==> config.mk <==
export PLATFORM = sky130hd
export DESIGN_NAME = bdlm_seq
export DESIGN_NICKNAME = d
export VERILOG_FILES = /design/src/hw/rtl/bdlm_pkg.sv /design/src/hw/rtl/bdlm_seq.sv
export SDC_FILE = /design/constraint.sdc
export NUM_CORES = 1
export LEC_CHECK = 0
export ABC_AREA = 0
export BUFFER_PORTS_ARGS = -buffer_cell sky130_fd_sc_hd__clkbuf_2
export CORE_AREA = 3 3 124 126
export DETAILED_ROUTE_END_ITERATION = 7
export DIE_AREA = 0 0 127 129
export PLACE_DENSITY_LB_ADDON = 0.25
export REMOVE_ABC_BUFFERS = 1
export SETUP_SLACK_MARGIN = 0.3
export SLEW_MARGIN = 0
export SYNTH_ARGS = -nofsm -noshare
export SYNTH_HDL_FRONTEND = slang
export SYNTH_SLANG_ARGS = --single-unit
==> constraint.sdc <==
create_clock -name clk -period 9.6 [get_ports clk]
set_clock_uncertainty 0.2 [all_clocks]
set_input_delay 1.92 -clock clk [delete_from_list [all_inputs] [get_ports clk]]
set_output_delay 1.92 -clock clk [all_outputs]
set_load 0.05 [all_outputs]
==> src/hw/rtl/bdlm_pkg.sv <==
// Package for the Bayer demosaic block with label mask.
// Holds the item structs, geometry constants, the stage control struct and small
// arithmetic helpers. Depends on nothing.
package bdlm_pkg;

	localparam int MaxWidth  = 1024;
	localparam int MaxHeight = 1024;
	localparam int AddrW     = $clog2(MaxWidth);
	localparam int GeoW      = 11;
	localparam int RowW      = 11;
	localparam int CfgAddrW  = 3;
	localparam int WordW     = 9;

	localparam logic [GeoW-1:0] ResetWidth  = GeoW'(640);
	localparam logic [GeoW-1:0] ResetHeight = GeoW'(480);

	localparam logic RegFrameWidth  = 1'b0;
	localparam logic RegFrameHeight = 1'b1;

	typedef struct packed {
		logic        mode;
		logic [7:0]  raw_sample;
		logic [15:0] scene_label;
	} in_item_t;

	typedef struct packed {
		logic [7:0] red;
		logic [7:0] green;
		logic [7:0] blue;
		logic       frame_end;
	} out_item_t;

	typedef enum logic [1:0] {
		EMIT_NONE,
		EMIT_LAST,
		EMIT_CUR
	} emit_t;

	typedef enum logic {
		MODE_SAMPLE,
		MODE_DRAIN
	} mode_t;

	typedef struct packed {
		logic             step;
		logic             store;
		logic             par;
		logic [AddrW-1:0] addr;
		logic [7:0]       bottom;
		logic             label_on;
		logic             top_ok;
		logic             mid_ok;
		emit_t            emit;
		logic             y_odd;
		logic             x_odd;
		logic             top;
		logic             bot;
		logic             lft;
		logic             rgt;
		logic             frame_end;
	} stage_t;

	function automatic logic [GeoW-1:0] clamp_geo(input logic [GeoW-1:0] v,
		input logic [GeoW-1:0] vmax);
		logic [GeoW-1:0] t;
		t = v;
		if (t > vmax) begin
			t = vmax;
		end
		if (t < GeoW'(4)) begin
			t = GeoW'(4);
		end
		return {t[GeoW-1:1], 1'b0};
	endfunction

	function automatic logic [7:0] avg2(input logic [7:0] a, input logic [7:0] b);
		logic [8:0] s;
		s = {1'b0, a} + {1'b0, b};
		return s[8:1];
	endfunction

	function automatic logic [7:0] avg4(input logic [7:0] a, input logic [7:0] b,
		input logic [7:0] c, input logic [7:0] d);
		logic [9:0] s;
		s = {2'b0, a} + {2'b0, b} + {2'b0, c} + {2'b0, d};
		return s[9:2];
	endfunction

	// Division by three through a reciprocal; exact for sums up to 765.
	function automatic logic [7:0] avg3(input logic [7:0] a, input logic [7:0] b,
		input logic [7:0] c);
		logic [9:0]  s;
		logic [20:0] p;
		s = {2'b0, a} + {2'b0, b} + {2'b0, c};
		p = {11'b0, s} * 21'd683;
		return p[18:11];
	endfunction

endpackage

==> src/hw/rtl/bdlm_seq.sv <==
// Input sequencer: raster counters, frame geometry latch and per-item decode.
// Issues the line-store read address and registers the stage control.
// Depends on bdlm_pkg.
module bdlm_seq (
	input  logic                      clk,
	input  logic                      arst_n,
	input  logic                      en,
	input  logic                      in_valid,
	input  bdlm_pkg::in_item_t        in_item,
	input  logic [bdlm_pkg::GeoW-1:0] cfg_width,
	input  logic [bdlm_pkg::GeoW-1:0] cfg_height,
	output logic [bdlm_pkg::AddrW-1:0] rd_addr,
	output logic                      v_s1,
	output bdlm_pkg::stage_t          ctl_s1
);
	import bdlm_pkg::*;

	logic [RowW-1:0]  in_row_q;
	logic [AddrW-1:0] in_column_q;
	logic [GeoW-1:0]  cur_w_q;
	logic [GeoW-1:0]  cur_h_q;

	logic             accept;
	logic             is_sample;
	logic [RowW-1:0]  r;
	logic [AddrW-1:0] c;
	logic             new_frame;
	logic [GeoW-1:0]  w;
	logic [GeoW-1:0]  h;
	logic             do_step;
	logic             last_emit;
	logic [GeoW-1:0]  y;
	logic [GeoW-1:0]  x;
	logic [GeoW-1:0]  c_next;
	logic [RowW-1:0]  row_nx;
	logic [AddrW-1:0] col_nx;
	stage_t           ctl;

	assign accept    = in_valid && en;
	assign is_sample = (in_item.mode == MODE_SAMPLE);

	always_comb begin
		if (is_sample && (in_row_q >= cur_h_q)) begin
			r = '0;
			c = '0;
		end else begin
			r = in_row_q;
			c = in_column_q;
		end
		new_frame = is_sample && (r == '0) && (c == '0);
		w = new_frame ? clamp_geo(cfg_width, GeoW'(MaxWidth)) : cur_w_q;
		h = new_frame ? clamp_geo(cfg_height, GeoW'(MaxHeight)) : cur_h_q;
		do_step   = is_sample || (in_row_q == cur_h_q);
		last_emit = !is_sample && (in_row_q > cur_h_q);

		ctl = '0;
		ctl.emit = EMIT_NONE;
		y = '0;
		x = '0;
		if (last_emit) begin
			ctl.emit = EMIT_LAST;
			y = h - GeoW'(1);
			x = w - GeoW'(1);
		end else if (do_step) begin
			if ((c == '0) && (r >= RowW'(2))) begin
				ctl.emit = EMIT_LAST;
				y = r - RowW'(2);
				x = w - GeoW'(1);
			end else if ((c != '0) && (r >= RowW'(1))) begin
				ctl.emit = EMIT_CUR;
				y = r - RowW'(1);
				x = GeoW'(c) - GeoW'(1);
			end
		end
		ctl.step      = do_step && !last_emit;
		ctl.store     = is_sample;
		ctl.par       = r[0];
		ctl.addr      = c;
		ctl.bottom    = is_sample ? in_item.raw_sample : 8'd0;
		ctl.label_on  = (in_item.scene_label != '0);
		ctl.top_ok    = (r >= RowW'(2));
		ctl.mid_ok    = (r >= RowW'(1));
		ctl.y_odd     = y[0];
		ctl.x_odd     = x[0];
		ctl.top       = (y < GeoW'(2));
		ctl.bot       = (y >= h - GeoW'(2));
		ctl.lft       = (x < GeoW'(2));
		ctl.rgt       = (x >= w - GeoW'(2));
		ctl.frame_end = (y == h - GeoW'(1)) && (x == w - GeoW'(1));

		c_next = GeoW'(c) + GeoW'(1);
		row_nx = in_row_q;
		col_nx = in_column_q;
		if (last_emit) begin
			row_nx = '0;
			col_nx = '0;
		end else if (do_step) begin
			if (c_next >= w) begin
				col_nx = '0;
				row_nx = r + RowW'(1);
			end else begin
				col_nx = c_next[AddrW-1:0];
				row_nx = r;
			end
		end
		rd_addr = c;
	end

	always_ff @(posedge clk or negedge arst_n) begin
		if (!arst_n) begin
			in_row_q    <= '0;
			in_column_q <= '0;
			cur_w_q     <= ResetWidth;
			cur_h_q     <= ResetHeight;
			v_s1        <= 1'b0;
		end else if (en) begin
			v_s1 <= accept && (ctl.step || ctl.emit != EMIT_NONE);
			if (accept) begin
				in_row_q    <= row_nx;
				in_column_q <= col_nx;
				if (new_frame) begin
					cur_w_q <= w;
					cur_h_q <= h;
				end
			end
		end
	end

	always_ff @(posedge clk) begin
		if (en) begin
			ctl_s1 <= ctl;
		end
	end

endmodule

== Word-level counts from Yosys, hierarchy flattened ==
Cells that the tools add are included.
Operators by class
  add/sub/neg operators: 9
  multipliers: 0
  divide/modulo/power cells: 0
  order comparisons: 13
  equal/unequal tests: 3
  shift operators: 0
  muxes and demuxes: 26
  bitwise operators: 1
  reductions and logical operators: 21
Operator list (count)
  $mux 11: 18
  $ge 11x11->1: 4
  $mux 10: 4
  $eq 11x11->1: 3
  $sub 11x1->11 const B: 3
  $sub 11x2->11 const B: 3
  $gt 11x11->1 const B: 2
  $lt 11x2->1 const B: 2
  $lt 11x3->1 const B: 2
  $reduce_bool 16->1: 1
  $add 10x1->11 const B: 1
  $add 11x1->11 const B: 1
  $ge 11x1->1 const B: 1
  $ge 11x2->1 const B: 1
  $gt 11x11->1: 1
  $logic_not 11->1: 1
  $sub 10x1->11 const B: 1
  $logic_and 1x1->1: 10
  $logic_not 10->1: 1
  $reduce_bool 10->1: 1
  $mux 2: 4
  $reduce_and 3->1: 2
  $reduce_bool 2->1: 2
  $logic_or 1x1->1: 2
  2 further kinds: 2
Word-level totals
  register bits: 77
  latch bits: 0
  bits in writable memories: 0
  bits in read-only memories: 0
  bits of input ports: 51
  output and inout port bits: 44
  word-level logic and storage cells: 94
  memories: 0

== Depth between registers and ports, before layout ==
  depth in word-level cells: 13
  mapped depth: 34
  gate-level depth less buffers: 31

== Least setup slack after synthesis ==
OpenSTA, ideal clock, no wires.
  kind: input -> register
  from: input in_item[24] (netlist name)
  to: register ctl_s1[3] (netlist name) (data pin)
  library setup time: 0.261 ns
  arrival time: 7.320 ns
  required time: 9.139 ns
  setup slack: 1.819 ns
  stages on the path: 30
  buffers on the path: 8
  cells stage by stage: nor2_1 > a21boi_1 > nor2_1 > clkbuf_1 > clkbuf_1 > nand2_1 > ha_1 > and3_1 > o31ai_2 > buf_6 > buf_6 > buf_2 > buf_2 > buf_1 > clkbuf_1 > nand2_1 > ha_1 > o21ai_0 > o211a_1 > ha_1 > a21o_1 > a21o_1 > a21o_1 > a21o_1 > a21o_1 > a21o_1 > a21oi_1 > nor2b_1 > o21ai_0 > a21oi_1
RTL lines
  start: declaration: RTL line bdlm_seq.sv:9  | input bdlm_pkg::in_item_t in_item,
  end signal: assignment: RTL line bdlm_seq.sv:131  | ctl_s1 <= ctl;
  end: declaration: RTL line bdlm_seq.sv:14  | output bdlm_pkg::stage_t ctl_s1

==> flow_metrics.env <==
export IMPL_ys_types=93
export IMPL_slew_viol_final=0
export IMPL_area_delta_synth_final_pct=9.91
export IMPL_synth_edf_count=33
export IMPL_fill_cells=1354
export IMPL_finalWirelength_um=21600
export IMPL_cts_max_path_buffers=2
export IMPL_num_io_pins=95
export IMPL_syn_area_sq_um=7590
export IMPL_crit_fanout=14
export IMPL_cpPeakStageDelay_ns=0.50
export IMPL_hold_viol=0
export IMPL_cp_data_required_time_ns=9.50
export IMPL_rsz0062_at_grt="false"
export IMPL_dp_hpwl_um=16600
export IMPL_antenna_found_initial=0
export IMPL_timing_fmax_mhz=127
export IMPL_fin_crit_ns=7.90
export IMPL_clock_sink_count=77
export IMPL_gp_congestion=0.949
export IMPL_post_cts_resized=0
export IMPL_crit_slowest_cell="or3b_2"
export IMPL_slew_headroom=0.254
export IMPL_hold_class="register to register"
export IMPL_crit_arrival_ns=7.80
export IMPL_worstMarginPinSlew_ns=1.12
export IMPL_grt_pass1_vias=6872
export IMPL_via_per_inst=6.06
export IMPL_fp_row_count=44
export IMPL_crit_family="simple AND/OR/NAND/NOR gates"
export IMPL_drt_antenna_violating_nets=0
export IMPL_drv_cap=0
export IMPL_synth_xor_area_share=0.0693
export IMPL_port_buffers=92
export IMPL_yosysSeqAreaShare=0.277
export IMPL_post_cts_repair_setup_buffers=0
export IMPL_crit_path_start_kind="input port"
export IMPL_insertion_delay_ns=0.35
export IMPL_r2r_start="in_row_q[6]$_DFFE_PN0P_"
export IMPL_yosys_area_share_adder=0.0989
export IMPL_synth_compound_area_frac=0.226
export IMPL_powerDensity_nw_per_um2=154
export IMPL_holdWs_ns=0.289
export IMPL_synth_seq_cells=77
export IMPL_cts_clk_slew_worst_paths_ns=0.06
export IMPL_crit_start="in_item[24]"
export IMPL_setup_tns_ns=0
export IMPL_setup_viol=0
export IMPL_p_leak_uw=0.00381
export IMPL_peakVddDrop_v=0.000100
export IMPL_ys_flop_type="dfrtp_1"
export IMPL_dr_total_vias=7204
export IMPL_finish_utilization=0.578
export IMPL_yosysWarnings=0
export IMPL_drt_pass1_iter_count=5
export IMPL_synthMuxAreaShare=0.0228
export IMPL_num_antenna_cells=0
export IMPL_grt_pass1_wl_um=35600
export IMPL_synth_top_family_by_area="simple AND/OR/NAND/NOR gates"
export IMPL_syn_inst=941
export IMPL_die_h_um=129
export IMPL_status="finished, final reports clean"
export IMPL_grt_max_degree=52
export IMPL_crit_top_cell="a21o_1"
export IMPL_synthArstFlopShare=0.571
export IMPL_drtIter0Drc=603
export IMPL_dieArea_sq_um=16400
export IMPL_wl_per_cell_um=18.2
export IMPL_cts_tree="built"
export IMPL_grt_overflow=0
export IMPL_die_x_um=127
export IMPL_core_area_sq_um=14400
export IMPL_drc_errors=0
export IMPL_ctsHtreeMaxLevel=3
export IMPL_postCtsHoldBufs=0
export IMPL_clockRootBuffer="clkbuf_16"
export IMPL_crit_path_end_kind="register"
export IMPL_grt_usage=0.270
export IMPL_worstHoldStart="cur_w_q[1]$_DFFE_PN0P_"
export IMPL_initial_core_util=0.526
export IMPL_critPathBufInv=2
export IMPL_cts_buffers=9
export IMPL_drive_gt1_frac=0.153
export IMPL_syn_avg_cell_area_sq_um=8.06
export IMPL_path_class="input port to register"
export IMPL_period_share=0.823
export IMPL_synth_simple_gate_area_share=0.247
export IMPL_final_nets=1111
layer usage:
layer  wire length (um)  vias to the layer above  share of wire  global-route usage
met4                391                        0          0.018              0.0719
met1              10100                     3363           0.47               0.384
li1                   -                     3534              -                   -
met5                  0                        -              0                   0
met2               9590                      275           0.44               0.430
met3               1480                       32          0.068              0.0440
power by group:
part	switching [uW]	internal [uW]
clock	144	177
sequential	38.4	374
combinational	360	193
worst register-to-register path, cell delays in order, from the launching register on:
cell and delay [ns]:
dfrtp_1 0.58, ha_1 0.43, nand4_1 0.19, or2_1 0.29
a21boi_1 0.41, nor2_1 0.32, nand2_1 0.30, ha_1 0.31
or3b_2 0.50, nor4_2 0.23, nor4b_1 0.28, o22a_1 0.30
nor2_2 0.16, nor2_2 0.30, inv_1 0.22, a22oi_1 0.26
ha_1 0.29, nand2b_1 0.14, a21o_1 0.17, a21o_1 0.18
a21o_1 0.17, a21o_1 0.17, a21o_1 0.17, a21o_1 0.17
a21oi_1 0.14, nor2b_1 0.05, o21ai_0 0.14, a21oi_1 0.08
sequential cells by signal, summed over array words and instances, names as in the netlist:
register	count
in_row_q	11
in_column_q	10
cur_h_q	11
cur_w_q	11
v_s1	1
ctl_s1	33
cell usage after synthesis, types with 4 or more instances:
cell        n  area, sq um
nand2_1   101          379
nor2_1     94          353
o21ai_0    68          340
ha_1       60          751
a21oi_1    47          235
inv_1      41          154
xnor2_1    40          350
dfrtp_1    38          951
edfxtp_1   33          991
nand3_1    32          160
nor3_1     29          145
clkbuf_1   24         90.1
xor2_1     20          175
nor2b_1    19          119
a21o_1     18          135
and3_1     16          100
mux2i_1    15          150
a22o_1     13          114
nand2b_1   13         81.3
nor4_1     13         81.3
o21ai_1    11         55.1
buf_2      10         50.1
buf_4      10         75.1
o211ai_1   10         75.1
o21a_1      9         67.6
a211oi_1    7         52.6
a31oi_1     7         43.8
o22ai_1     7         43.8
dfstp_2     6          158
nor4b_1     6         52.6
o31ai_1     6         45.0
or3_1       6         37.5
or4_1       6         45.0
and4_1      5         43.8
buf_6       5         56.3
nand4_1     5         31.3
and2_1      4         25.0
o31a_1      4         35.0
layout by cell type (no fill, tap or decap), types with 7 or more instances in the layout:
cell and count:
a21oi_1 47, nor2_1 94, o211ai_1 10, o21ai_0 68
xnor2_1 40, clkbuf_16 9, nand2b_1 13, a22o_1 13
ha_1 60, o21ai_1 11, nor4_1 13, o21a_1 9
edfxtp_1 33, mux2i_1 15, a211oi_1 7, buf_4 8
and3_1 16, a21o_1 18, nor2b_1 19, xor2_1 20
dfrtp_1 38, a31oi_1 7, nor3_1 29, o22ai_1 7
clkbuf_2 92, inv_1 41, nand2_1 101, nand3_1 32
cells by family (layout without fill, tap and decap cells):
kind of cell             after synthesis  in the layout
adder cells (fa/ha/maj)               60             60
buffers and inverters                 96            160
flip-flops                            77             77
XOR/XNOR                              60             60
AO/OA/AOI/OAI                        257            257
multiplexers                          17             17
AND/OR/NAND/NOR                      374            374
through the flow:
| step | total power, uW | setup WS, ns | instances | cell area [sq um] |
|---|---|---|---|---|
| finish | 1290 | 1.70 | 1189 | 8340 |
| global route | 1380 | 1.08 | 1189 | 8340 |
| CTS | 1290 | 1.82 | 1189 | 8340 |
| detailed placement | 960 | 1.46 | 1173 | 8060 |
| global placement | 953 | 1.47 | 1173 | 8060 |
| floorplan | 805 | 1.78 | 889 | 7300 |
final cells by class:
| cell class | count | area [sq um] | share of cell area |
|---|---|---|---|
| flip-flops and latches | 77 | 2100 | 0.252 |
| inverters | 44 | 165 | 0.0198 |
| repair buffers | 100 | 520 | 0.0624 |
| well taps | 184 | 230 | 0.0276 |
| clock buffers | 10 | 229 | 0.0275 |
| multi-input cells | 768 | 5050 | 0.605 |
| clock inverters | 6 | 46.3 | 0.00555 |
worst paths after layout:
check,endpoint,slack (ns),cells after the start
max,ctl_s1[1]$_DFFE_PP_,1.70,26
min,cur_w_q[1]$_DFFE_PN0P_,0.29,2
max reg2reg,ctl_s1[1]$_DFFE_PP_,2.19,27
min reg2reg,cur_w_q[1]$_DFFE_PN0P_,0.29,2
max in group asynchronous,in_row_q[7]$_DFFE_PN0P_,7.30,2
min in group asynchronous,cur_w_q[6]$_DFFE_PN0P_,1.47,2
(Power assumes the default switching activity.)
