===== config.mk =====
export PLATFORM = sky130hd
export DESIGN_NAME = bdlm_interp
export DESIGN_NICKNAME = d
export VERILOG_FILES = /design/src/hw/rtl/bdlm_pkg.sv /design/src/hw/rtl/bdlm_interp.sv
export SDC_FILE = /design/constraint.sdc
export NUM_CORES = 1
export LEC_CHECK = 0
export BUFFER_PORTS_ARGS = -buffer_cell sky130_fd_sc_hd__buf_2
export CORE_UTILIZATION = 50
export DETAILED_ROUTE_END_ITERATION = 12
export GPL_TIMING_DRIVEN = 0
export HOLD_SLACK_MARGIN = 0.06
export PLACE_DENSITY = 0.67
export SLEW_MARGIN = 20
export SYNTH_ARGS = -nofsm -noshare
export SYNTH_HDL_FRONTEND = slang
export SYNTH_SLANG_ARGS = --single-unit

===== constraint.sdc =====
create_clock -name clk -period 7.5 [get_ports clk]
set_input_delay 0.375 -clock clk [delete_from_list [all_inputs] [get_ports clk]]
set_output_delay 0.375 -clock clk [all_outputs]
set_load 0.01 [all_outputs]

===== src/hw/rtl/bdlm_pkg.sv =====
// Package for the Bayer demosaic block with label mask.
// Holds the item structs, geometry constants, the stage control struct and small
// arithmetic helpers. Depends on nothing.
package bdlm_pkg;

	localparam int MaxWidth  = 1024;
	localparam int MaxHeight = 1024;
	localparam int AddrW     = $clog2(MaxWidth);
	localparam int GeoW      = 11;
	localparam int RowW      = 11;
	localparam int CfgAddrW  = 3;
	localparam int WordW     = 9;

	localparam logic [GeoW-1:0] ResetWidth  = GeoW'(640);
	localparam logic [GeoW-1:0] ResetHeight = GeoW'(480);

	localparam logic RegFrameWidth  = 1'b0;
	localparam logic RegFrameHeight = 1'b1;

	typedef struct packed {
		logic        mode;
		logic [7:0]  raw_sample;
		logic [15:0] scene_label;
	} in_item_t;

	typedef struct packed {
		logic [7:0] red;
		logic [7:0] green;
		logic [7:0] blue;
		logic       frame_end;
	} out_item_t;

	typedef enum logic [1:0] {
		EMIT_NONE,
		EMIT_LAST,
		EMIT_CUR
	} emit_t;

	typedef enum logic {
		MODE_SAMPLE,
		MODE_DRAIN
	} mode_t;

	typedef struct packed {
		logic             step;
		logic             store;
		logic             par;
		logic [AddrW-1:0] addr;
		logic [7:0]       bottom;
		logic             label_on;
		logic             top_ok;
		logic             mid_ok;
		emit_t            emit;
		logic             y_odd;
		logic             x_odd;
		logic             top;
		logic             bot;
		logic             lft;
		logic             rgt;
		logic             frame_end;
	} stage_t;

	function automatic logic [GeoW-1:0] clamp_geo(input logic [GeoW-1:0] v,
		input logic [GeoW-1:0] vmax);
		logic [GeoW-1:0] t;
		t = v;
		if (t > vmax) begin
			t = vmax;
		end
		if (t < GeoW'(4)) begin
			t = GeoW'(4);
		end
		return {t[GeoW-1:1], 1'b0};
	endfunction

	function automatic logic [7:0] avg2(input logic [7:0] a, input logic [7:0] b);
		logic [8:0] s;
		s = {1'b0, a} + {1'b0, b};
		return s[8:1];
	endfunction

	function automatic logic [7:0] avg4(input logic [7:0] a, input logic [7:0] b,
		input logic [7:0] c, input logic [7:0] d);
		logic [9:0] s;
		s = {2'b0, a} + {2'b0, b} + {2'b0, c} + {2'b0, d};
		return s[9:2];
	endfunction

	// Division by three through a reciprocal; exact for sums up to 765.
	function automatic logic [7:0] avg3(input logic [7:0] a, input logic [7:0] b,
		input logic [7:0] c);
		logic [9:0]  s;
		logic [20:0] p;
		s = {2'b0, a} + {2'b0, b} + {2'b0, c};
		p = {11'b0, s} * 21'd683;
		return p[18:11];
	endfunction

endpackage


===== src/hw/rtl/bdlm_interp.sv =====
// Window and interpolation stage: takes line-store read data, drives the
// line-store writes, shifts the window, computes the RGB pixel and holds
// it in the output register. Depends on bdlm_pkg.
module bdlm_interp (
	input  logic                        clk,
	input  logic                        arst_n,
	input  logic                        en,
	input  logic                        v_s1,
	input  bdlm_pkg::stage_t            ctl_s1,
	input  logic [bdlm_pkg::WordW-1:0]  rd0,
	input  logic [bdlm_pkg::WordW-1:0]  rd1,
	output logic                        we0,
	output logic                        we1,
	output logic [bdlm_pkg::WordW-1:0]  wdata,
	output logic                        out_valid,
	output bdlm_pkg::out_item_t         out_item
);
	import bdlm_pkg::*;

	logic [7:0] win_q [3][2];
	logic       mask_q;

	logic [7:0]       top_w;
	logic [WordW-1:0] mid_w;
	logic [7:0] inc [3];
	logic [7:0] t_l, t_c, t_r, m_l, m_c, m_r, b_l, b_c, b_r;
	logic [7:0] rr, gg, bb;
	logic       use_cur;
	out_item_t  px;

	always_comb begin
		top_w  = ctl_s1.par ? rd1[7:0] : rd0[7:0];
		mid_w  = ctl_s1.par ? rd0 : rd1;
		inc[0] = ctl_s1.top_ok ? top_w : 8'd0;
		inc[1] = ctl_s1.mid_ok ? mid_w[7:0] : 8'd0;
		inc[2] = ctl_s1.bottom;
		use_cur = (ctl_s1.emit == EMIT_CUR);
		t_l = win_q[0][0];
		t_c = win_q[0][1];
		t_r = use_cur ? inc[0] : 8'd0;
		m_l = win_q[1][0];
		m_c = win_q[1][1];
		m_r = use_cur ? inc[1] : 8'd0;
		b_l = win_q[2][0];
		b_c = win_q[2][1];
		b_r = use_cur ? inc[2] : 8'd0;

		if (!ctl_s1.y_odd) begin
			if (!ctl_s1.x_odd) begin
				gg = m_c;
				rr = ctl_s1.lft ? m_r : avg2(m_l, m_r);
				if (ctl_s1.top || (ctl_s1.rgt && !ctl_s1.bot) || (ctl_s1.lft && ctl_s1.bot)) begin
					bb = b_c;
				end else begin
					bb = avg2(t_c, b_c);
				end
			end else begin
				rr = m_c;
				if (ctl_s1.rgt && !ctl_s1.bot) begin
					gg = avg2(m_l, b_c);
					bb = b_l;
				end else if (ctl_s1.rgt) begin
					gg = avg3(m_l, b_c, t_c);
					bb = avg2(t_l, b_l);
				end else if (ctl_s1.top) begin
					gg = avg3(m_l, m_r, b_c);
					bb = avg2(b_l, b_r);
				end else begin
					gg = avg4(m_l, m_r, b_c, t_c);
					bb = avg4(b_l, b_r, t_l, t_r);
				end
			end
		end else begin
			if (!ctl_s1.x_odd) begin
				bb = m_c;
				if (ctl_s1.bot && ctl_s1.lft) begin
					rr = t_r;
					gg = avg2(t_c, m_r);
				end else if (ctl_s1.bot) begin
					rr = avg2(t_l, t_r);
					gg = avg3(t_c, m_l, m_r);
				end else if (ctl_s1.lft) begin
					rr = avg2(t_r, b_r);
					gg = avg3(t_c, m_r, b_c);
				end else begin
					rr = avg4(t_l, t_r, b_l, b_r);
					gg = avg4(t_c, b_c, m_l, m_r);
				end
			end else begin
				gg = m_c;
				rr = ctl_s1.bot ? t_c : avg2(t_c, b_c);
				bb = ctl_s1.rgt ? m_l : avg2(m_l, m_r);
			end
		end

		px.red       = mask_q ? rr : 8'd0;
		px.green     = mask_q ? gg : 8'd0;
		px.blue      = mask_q ? bb : 8'd0;
		px.frame_end = ctl_s1.frame_end;

		we0   = en && v_s1 && ctl_s1.store && !ctl_s1.par;
		we1   = en && v_s1 && ctl_s1.store && ctl_s1.par;
		wdata = {ctl_s1.label_on, ctl_s1.bottom};
	end

	always_ff @(posedge clk or negedge arst_n) begin
		if (!arst_n) begin
			for (int k = 0; k < 3; k++) begin
				win_q[k][0] <= 8'd0;
				win_q[k][1] <= 8'd0;
			end
			mask_q    <= 1'b0;
			out_valid <= 1'b0;
		end else if (en) begin
			out_valid <= v_s1 && (ctl_s1.emit != EMIT_NONE);
			if (v_s1 && ctl_s1.step) begin
				for (int k = 0; k < 3; k++) begin
					win_q[k][0] <= win_q[k][1];
					win_q[k][1] <= inc[k];
				end
				mask_q <= mid_w[WordW-1];
			end
		end
	end

	always_ff @(posedge clk) begin
		if (en) begin
			out_item <= px;
		end
	end

endmodule

Word level (Yosys, flattened, before mapping)
Index checks and enable logic that the tools add are counted.
W data, S select, Z words.
- register bits: 75
- bits of input ports: 55
- output and inout port bits: 37
- word-level logic and storage cells: 89
- $add $sub $neg: 26
- multiply operators: 4
- equality and inequality tests: 1
- muxes and demuxes: 32
- reduce and logical (&&, ||, !) cells: 14
- operator list (operator ; number):
    $mux W8 ; 31
    $add A8 B8 Y9 ; 15
    $mul A10 B10 Y19 const B ; 4
    $add A9 B8 Y10 ; 7
    $add A10 B8 Y10 ; 4
    $mux W9 ; 1
    $logic_and A1 B1 Y1 ; 8
    $eq A2 B2 Y1 const B ; 1
    $logic_not A1 Y1 ; 2
    $logic_or A1 B1 Y1 ; 2
    $reduce_and A2 Y1 ; 1
    $reduce_bool A2 Y1 ; 1

Logic depth before layout (Yosys ltp)
Gate-level depths: netlist of run 1.
- word-level depth: 11
- depth in mapped cells: 37
- mapped depth without buffers: 36

Worst setup path before layout of run 1
Ideal clock, no wire load.
- path kind: input-to-reg
- from: in ctl_s1[30] in the netlist's numbering
- to: reg out_item[11] in the netlist's numbering (data pin)
- setup time: 0.256 ns
- data arrival time: 7.600 ns
- data required time: 7.244 ns
- slack: -0.356 ns
- cell stages on the path: 32
- buffers on the path: 2
- path through: buf_6 -> buf_1 -> mux2i_1 -> nor2_1 -> fa_1 -> ha_1 -> fa_1 -> a21o_1 -> a21oi_1 -> inv_1 -> a21o_1 -> a21oi_1 -> xnor2_1 -> ha_1 -> ha_1 -> inv_1 -> fa_1 -> inv_1 -> fa_1 -> inv_1 -> fa_1 -> inv_1 -> ha_1 -> a211oi_1 -> nand3_1 -> o211ai_1 -> nand2b_1 -> a21oi_1 -> xnor2_1 -> mux4_2 -> nor2_1 -> nor2_1
- cells in the longest elaborated chain, start to end: 11
- elaborated cells between the ends (all ways): 23
- classes of those cells: 8 x add/sub; 3 x mul; 12 x mux
- RTL lines (element ; line ; text):
    start: declaration ; bdlm_interp.sv:9 ; input bdlm_pkg::stage_t ctl_s1,
    $mux W9 * ; bdlm_interp.sv:33 ; mid_w = ctl_s1.par ? rd0 : rd1;
    $mux W8 * ; bdlm_interp.sv:35 ; inc[1] = ctl_s1.mid_ok ? mid_w[7:0] : 8'd0;
    $mux W8 * ; bdlm_interp.sv:43 ; m_r = use_cur ? inc[1] : 8'd0;
    $add A8 B8 Y9 (on tied branches) ; bdlm_pkg.sv:85, bdlm_pkg.sv:94, bdlm_pkg.sv:78 ;
    $add A9 B8 Y10 (on tied branches) ; bdlm_pkg.sv:85, bdlm_pkg.sv:94 ;
    $mul A10 B10 Y19 or $add A10 B8 Y10 (tied branches) ; bdlm_pkg.sv:95, bdlm_pkg.sv:85 ;
    $mux W8 (on tied branches) ; bdlm_interp.sv:65, bdlm_interp.sv:82 ;
    $mux W8 (on tied branches) ; bdlm_interp.sv:62, bdlm_interp.sv:79 ;
    $mux W8 (on tied branches) ; bdlm_interp.sv:59, bdlm_interp.sv:76 ;
    $mux W8 (on tied branches) ; bdlm_interp.sv:49, bdlm_interp.sv:74 ;
    $mux W8 * ; bdlm_interp.sv:48 ; if (!ctl_s1.y_odd) begin
    end signal: assignment ; bdlm_interp.sv:128 ; out_item <= px;
    end: declaration ; bdlm_interp.sv:16 ; output bdlm_pkg::out_item_t out_item
Every way passes the cells marked *; elsewhere a longest branch is shown, timed or not.
A chain may end at the register's enable or synchronous reset.

Final worst setup path of run 1
- from: in ctl_s1[7] in the netlist's numbering
- to: reg out_item[16] in the netlist's numbering (data pin)
- cells in the longest elaborated chain, start to end: 10
- elaborated cells between the ends (all ways): 22
- classes of those cells: 8 x add/sub; 3 x mul; 1 x eq/ne; 10 x mux
- RTL lines (element ; line ; text):
    $eq A2 B2 Y1 * ; bdlm_interp.sv:37 ; use_cur = (ctl_s1.emit == EMIT_CUR);
    $mux W8 * ; bdlm_interp.sv:43 ;
    $add A8 B8 Y9 (on tied branches) ; bdlm_pkg.sv:85, bdlm_pkg.sv:94, bdlm_pkg.sv:78 ;
    $add A9 B8 Y10 (on tied branches) ; bdlm_pkg.sv:85, bdlm_pkg.sv:94 ;
    $mul A10 B10 Y19 or $add A10 B8 Y10 (tied branches) ; bdlm_pkg.sv:95, bdlm_pkg.sv:85 ;
    $mux W8 (on tied branches) ; bdlm_interp.sv:65, bdlm_interp.sv:82 ;
    $mux W8 (on tied branches) ; bdlm_interp.sv:62, bdlm_interp.sv:79 ;
    $mux W8 (on tied branches) ; bdlm_interp.sv:59, bdlm_interp.sv:76 ;
    $mux W8 (on tied branches) ; bdlm_interp.sv:49, bdlm_interp.sv:74 ;
    $mux W8 * ; bdlm_interp.sv:48 ;
Marks and branches as above.

==> impl_metrics.env, run 1 <==
export IMPL_cp_common_cell="ha_1"
export IMPL_max_slew_margin_pct=26.82
export IMPL_worst_path_buf_inv=10
export IMPL_clock_tree_buffer_depth=2
export IMPL_setup_ws_ns=0.007844
export IMPL_initial_core_util_pct=51.19
export IMPL_yosysWarnings=0
export IMPL_wl_per_cell_um=22.06
export IMPL_ys_types=77
export IMPL_syn_inst=1874
export IMPL_critical_path_max_stage_delay_ns=0.53
export IMPL_nFillCells=2929
export IMPL_cts_sinks=75
export IMPL_timing_setup_tns_ns=0
export IMPL_die_y_um=185.0
export IMPL_min_period_over_period_pct=99.90
export IMPL_maxCapViolations=0
export IMPL_cts_root_buffer="clkbuf_16"
export IMPL_gp_congestion=1.033
export IMPL_grt_max_degree=51
export IMPL_diodes=0
export IMPL_hold_viol=0
export IMPL_drt_wl_total_um=54540
export IMPL_place_hpwl_um=42460
export IMPL_cts_max_level=3
export IMPL_worst_pin_slew_ns=1.098
export IMPL_drive_above_1_share_pct=16.31
export IMPL_grt_pass1_vias=14410
export IMPL_cp_end_kind="flop"
export IMPL_row_count=66
export IMPL_drtIter0Drc=1347
export IMPL_path_clk_slew_ns=0.07
export IMPL_pre_cts_slack_ns=-1.813
export IMPL_cts_tree="built"
export IMPL_track_usage_pct=32.27
export IMPL_cpLargestDelayFamily="adder cells"
export IMPL_stdcell_area_um2=19340
export IMPL_synth_main_ff_cell="dfrtp_1"
export IMPL_dieWidth_um=185.0
export IMPL_syn_nets=2413
export IMPL_viasPerCell=6.015
export IMPL_skew_ns=0.01599
export IMPL_cp_slowest_cell="fa_1"
export IMPL_synth_seq_cells=75
export IMPL_multiInputGateArea_um2=14220
export IMPL_setup_viol=0
export IMPL_gr_total_overflow=0
export IMPL_grt_pass1_wl_um=82580
export IMPL_synth_edf_count=25
export IMPL_rsz0062_at_grt="true"
export IMPL_layout_cells_non_filler=2472
export IMPL_clk_latency_ns=0.37
export IMPL_place_area_um2=17690
export IMPL_vias=14870
export IMPL_fmax_mhz=133.5
export IMPL_timing_final_crit_period_ns=7.492
export IMPL_io_buffers=74
export IMPL_antenna_found_initial=0
export IMPL_coreArea_um2=32700
export IMPL_drv_slew=0
export IMPL_syn_avg_cell_area_um2=8.933
export IMPL_seq_area_frac_synth_pct=11.96
export IMPL_ff_latch_area_um2=2018
export IMPL_cp_arrival_ns=7.67
export IMPL_ant_nets=0
export IMPL_crit_type="input port to flop"
export IMPL_drt_pre_antenna_iters=6
export IMPL_die_area_um2=34220
export IMPL_ios=92
export IMPL_cts_made_buffers=9
export IMPL_cp_max_fo=6
export IMPL_netlist_area_um2=16740
export IMPL_hold_buffers=0
export IMPL_area_delta_synth_final_pct=15.55
export IMPL_critPathLaunchType="input port"
export IMPL_nets=2564
export IMPL_synthArstFlopShare_pct=66.67
export IMPL_critPathRequiredTime_ns=7.68
export IMPL_status="complete, no violations"
export IMPL_drc=0
export IMPL_dp_cells=2390
export IMPL_hold_path_class="input port to async pin"
[area by class of cell]
cell class,instances,share of cell area [%]
Timing Repair Buffer,140,4.825
Buffer,56,1.494
Clock inverter,4,0.1552
Tap cell,442,2.859
Sequential cell,75,10.43
Inverter,270,5.272
Multi-Input combinational cell,1473,73.52
Clock buffer,12,1.442
[flip-flops by register name, indices dropped and copies added, names as in the netlist]
name and flops:
b_l 8, t_c 8, t_l 8, mask_q 1, m_l 8, m_c 8
b_c 8, out_item 25, out_valid 1
[Yosys cell counts, types with 6 or more instances]
master,number,area share [%]
nand3_1,25,0.75
fa_1,149,18
inv_1,266,6.0
nand2_1,111,2.5
o211ai_1,19,0.85
xnor2_1,72,3.8
xor2_1,48,2.5
mux4_2,7,0.94
dfrtp_1,50,7.5
clkbuf_1,42,0.94
mux2_2,25,1.7
ha_1,335,25
buf_4,9,0.40
a211oi_1,26,1.2
a22o_1,15,0.78
nor2b_1,15,0.56
a31oi_1,17,0.64
a2111oi_0,7,0.37
or3_1,13,0.49
and2_1,13,0.49
o31ai_1,8,0.36
o21ai_0,101,3.0
o21a_1,10,0.45
nor2_1,128,2.9
a221oi_1,7,0.37
nor3b_1,8,0.36
nand4_1,7,0.26
mux2i_1,27,1.6
a21oi_1,98,2.9
nor3_1,25,0.75
nor4_1,8,0.30
a21boi_1,6,0.27
and3_1,8,0.30
o21ai_1,12,0.36
a21o_1,25,1.1
a21boi_0,7,0.31
edfxtp_1,25,4.5
nand2b_1,17,0.64
o21bai_1,14,0.63
[worst register-to-register path: cells and delay by family (launching register included)]
kind	cells	cell delay, ns
adder cells (fa/ha/maj)	9	3.22
AO/OA/AOI/OAI	9	1.81
buffers and inverters	8	0.78
AND/OR/NAND/NOR	4	0.59
flip-flops	1	0.56
XOR/XNOR	2	0.30
[worst paths after layout]
check	startpoint	to	slack, ns	cells after the start
max	ctl_s1[7]	out_item[16]	0.008	37
min reg2reg	out_valid	out_valid	0.54	2
min	arst_n	b_c[2]	0.07	1
max reg2reg	t_c[1]	out_item[16]	0.05	32
max in group asynchronous	arst_n	t_c[3]	6.89	1
min in group clk	ctl_s1[0]	out_item[0]	0.19	1
[layout by cell type (no fill, tap or decap), types with 8 or more instances in the layout]
| cell | instances |
|---|---|
| nand2b_1 | 17 |
| mux2i_1 | 22 |
| nor2_1 | 118 |
| clkbuf_1 | 41 |
| a21oi_2 | 16 |
| o21ai_0 | 98 |
| o21bai_1 | 13 |
| inv_1 | 255 |
| xnor2_1 | 62 |
| clkbuf_16 | 11 |
| ha_1 | 328 |
| o21a_1 | 10 |
| and2_1 | 13 |
| nor3_1 | 24 |
| o31ai_1 | 8 |
| or3_1 | 12 |
| xor2_1 | 41 |
| fa_1 | 143 |
| buf_2 | 71 |
| dfrtp_1 | 43 |
| nand2_1 | 110 |
| a22o_1 | 15 |
| xnor2_2 | 8 |
| nand3_1 | 21 |
| mux2_2 | 25 |
| nor2b_1 | 14 |
| buf_4 | 71 |
| and3_1 | 8 |
| edfxtp_1 | 25 |
| a211oi_1 | 17 |
| o21ai_1 | 13 |
| a21oi_1 | 82 |
| a31oi_1 | 14 |
| o211ai_1 | 19 |
| inv_2 | 10 |
| a21o_1 | 25 |
[stage by stage]
| stage | hold WS, ns | util [%] |
|---|---|---|
| finish | 0.06780 | 59.15 |
| global route | 0.1138 | 59.15 |
| CTS | 0.09005 | 56.75 |
| detailed placement | 0.4702 | 54.09 |
| global placement | 0.5091 | 54.08 |
| floorplan | 0.07941 | - |
[cell families (layout without fill, tap and decap cells)]
kind of cell    count (synthesis)  after routing  synth area share (%)
mux                            60             60                 4.328
buf+inv                       326            482                 7.557
compound gates                422            422                 16.37
fa+ha+maj                     484            484                 42.86
simple gates                  387            387                 10.65
flops                          75             75                 11.96
xor+xnor                      120            120                 6.278
[routing by layer]
metal	part of all wire (%)	track usage [%]	routed length, µm	up-vias
li1	-	-	-	6829
met1	42	43.55	23170	7205
met2	45	50.77	24660	693
met3	8.7	6.862	4768	141
met4	3.5	11.64	1934	0
met5	0	0	0	-
[what timing repair did]
item | CTS | global route
setup endpoints to repair | 8 | 8
endpoints found under the hold margin | 0 | 0
gates resized for setup | 79 | 92
setup buffers | 25 | 41
pin swaps | 29 | 73
Power of run 1 is not shown: default switching activity piles up to over one toggle a cycle in this logic, so the estimate is an artifact.
==> run 2: changes to the inputs <==
RECOVER_POWER = 25   (was default)
==> impl_metrics.env, run 2 (same netlist as run 1, synthesis figures left out) <==
export IMPL_timing_final_crit_period_ns=7.474
export IMPL_drive_above_1_share_pct=16.26
export IMPL_r2r_start="t_c[1]"
export IMPL_cts_sinks=75
export IMPL_hold_end="out_item[0]"
export IMPL_cts_tree="built"
export IMPL_worstHoldPathCells=1
export IMPL_viasPerCell=6.008
export IMPL_diodes=0
export IMPL_initial_core_util_pct=51.19
export IMPL_worstHoldStart="ctl_s1[0]"
export IMPL_row_count=66
export IMPL_cts_max_level=3
export IMPL_antenna_found_initial=0
export IMPL_nFillCells=2931
export IMPL_cp_common_cell="ha_1"
export IMPL_hold_viol=0
export IMPL_drt_pre_antenna_iters=6
export IMPL_cp_max_fo=6
export IMPL_cp_slowest_cell="fa_1"
export IMPL_path_clk_slew_ns=0.07
export IMPL_crit_type="input port to flop"
export IMPL_cp_arrival_ns=7.66
export IMPL_clock_tree_buffer_depth=2
export IMPL_io_buffers=74
export IMPL_final_common_cell="ha_1"
export IMPL_grt_pass1_vias=14410
export IMPL_min_period_over_period_pct=99.65
export IMPL_max_slew_margin_pct=-104.2
export IMPL_dieWidth_um=185.0
export IMPL_critical_path_max_stage_delay_ns=0.53
export IMPL_ff_latch_area_um2=2018
export IMPL_rsz0062_at_grt="true"
export IMPL_status="complete, but fails checks"
export IMPL_track_usage_pct=32.27
export IMPL_area_delta_synth_final_pct=15.53
export IMPL_coreArea_um2=32700
export IMPL_die_area_um2=34220
export IMPL_largest_register="out_item"
export IMPL_die_y_um=185.0
export IMPL_multiInputGateArea_um2=14220
export IMPL_final_cell_mix="328 x ha_1, 255 x inv_1, 143 x fa_1"
export IMPL_ios=92
export IMPL_fmax_mhz=133.8
export IMPL_largest_register_ffs=25
export IMPL_drv_slew=51
export IMPL_ant_nets=0
export IMPL_grt_max_degree=51
export IMPL_critPathRequiredTime_ns=7.68
export IMPL_drc=0
export IMPL_nets=2564
export IMPL_gr_total_overflow=0
export IMPL_setup_viol=0
export IMPL_cp_startpoint="ctl_s1[7]"
export IMPL_gp_congestion=1.033
export IMPL_failed_checks="capacitance limit, slew limit"
export IMPL_critPathLaunchType="input port"
export IMPL_clk_latency_ns=0.37
export IMPL_wl_per_cell_um=22.07
export IMPL_cts_root_buffer="clkbuf_16"
export IMPL_r2r_end="out_item[15]"
export IMPL_worst_pin_slew_ns=3.063
export IMPL_r2r_slack_ns=0.06
export IMPL_hold_path_class="input port to flop"
export IMPL_skew_ns=0.01560
export IMPL_drt_wl_total_um=54550
export IMPL_drtIter0Drc=1347
export IMPL_cp_end_kind="flop"
export IMPL_grt_pass1_wl_um=82580
export IMPL_final_util_pct=59.14
export IMPL_reg2regPathDepth=28
export IMPL_cts_made_buffers=9
export IMPL_place_hpwl_um=42460
export IMPL_maxCapViolations=1
export IMPL_vias=14850
[run 2: cell types whose count changed in the layout (fill, tap and decap cells not counted)]
cell,previous run,this run
buf_4,71,70
clkbuf_1,41,42
[run 2: worst max-delay path, delay by kind of cell]
family / cells / cell delay (ns)
buffers and inverters: 10 / 0.89
xor gates and xnor gates: 2 / 0.30
and+or+nand+nor: 7 / 1.01
adders and majority gates: 9 / 3.26
AOI/OAI and AO/OA: 9 / 1.78
[run 2: cell type report]
cell class                 instances  area share, %
buffer                            56          1.494
timing repair buffer             140          4.807
tap                              442          2.860
clock buffer                      12          1.443
clock inverter                     4         0.1553
multi-input combinational       1473          73.53
inverter                         270          5.273
sequential                        75          10.44
[run 2: worst max path at each step]
stage,to,slack (ns)
6_report,out_item[16],0.03
5_1_grt,out_item[16],-0.24
4_1_cts,out_item[16],-0.09
3_3_place_gp,out_item[16],-1.80
3_5_place_dp,out_item[16],-1.81
2_1_floorplan,out_item[11],0.07
[run 2: metrics by stage]
step           setup WS, ns  TNS, ns  hold slack, ns  cells  area [µm²]
3_5_place_dp         -1.813   -12.06          0.4702   2390       17690
2_1_floorplan       0.06602        0         0.07941   1874       16760
6_report            0.02615        0          0.1892   2472       19340
3_3_place_gp         -1.801   -11.60          0.5091   2390       17680
5_1_grt             -0.2409  -0.8860          0.1892   2472       19340
4_1_cts            -0.08656  -0.1484         0.09005   2431       18560
[run 2: metal layers]
layer  up-vias  wire length (µm)  track usage, %
met5         -                 0               0
met4         0              1914           11.64
met3       139              4790           6.862
met2       685             24670           50.77
met1      7202             23170           43.55
li1       6827                 -               -
[run 2: timing repair]
action | CTS | global route
pin swaps | 29 | 73
setup endpoints to repair | 8 | 8
cloned | 0 | 0
hold buffers | 0 | 0
buffers inserted | 25 | 41
gates resized for setup | 79 | 92
Power of run 2 is left out for the same reason.
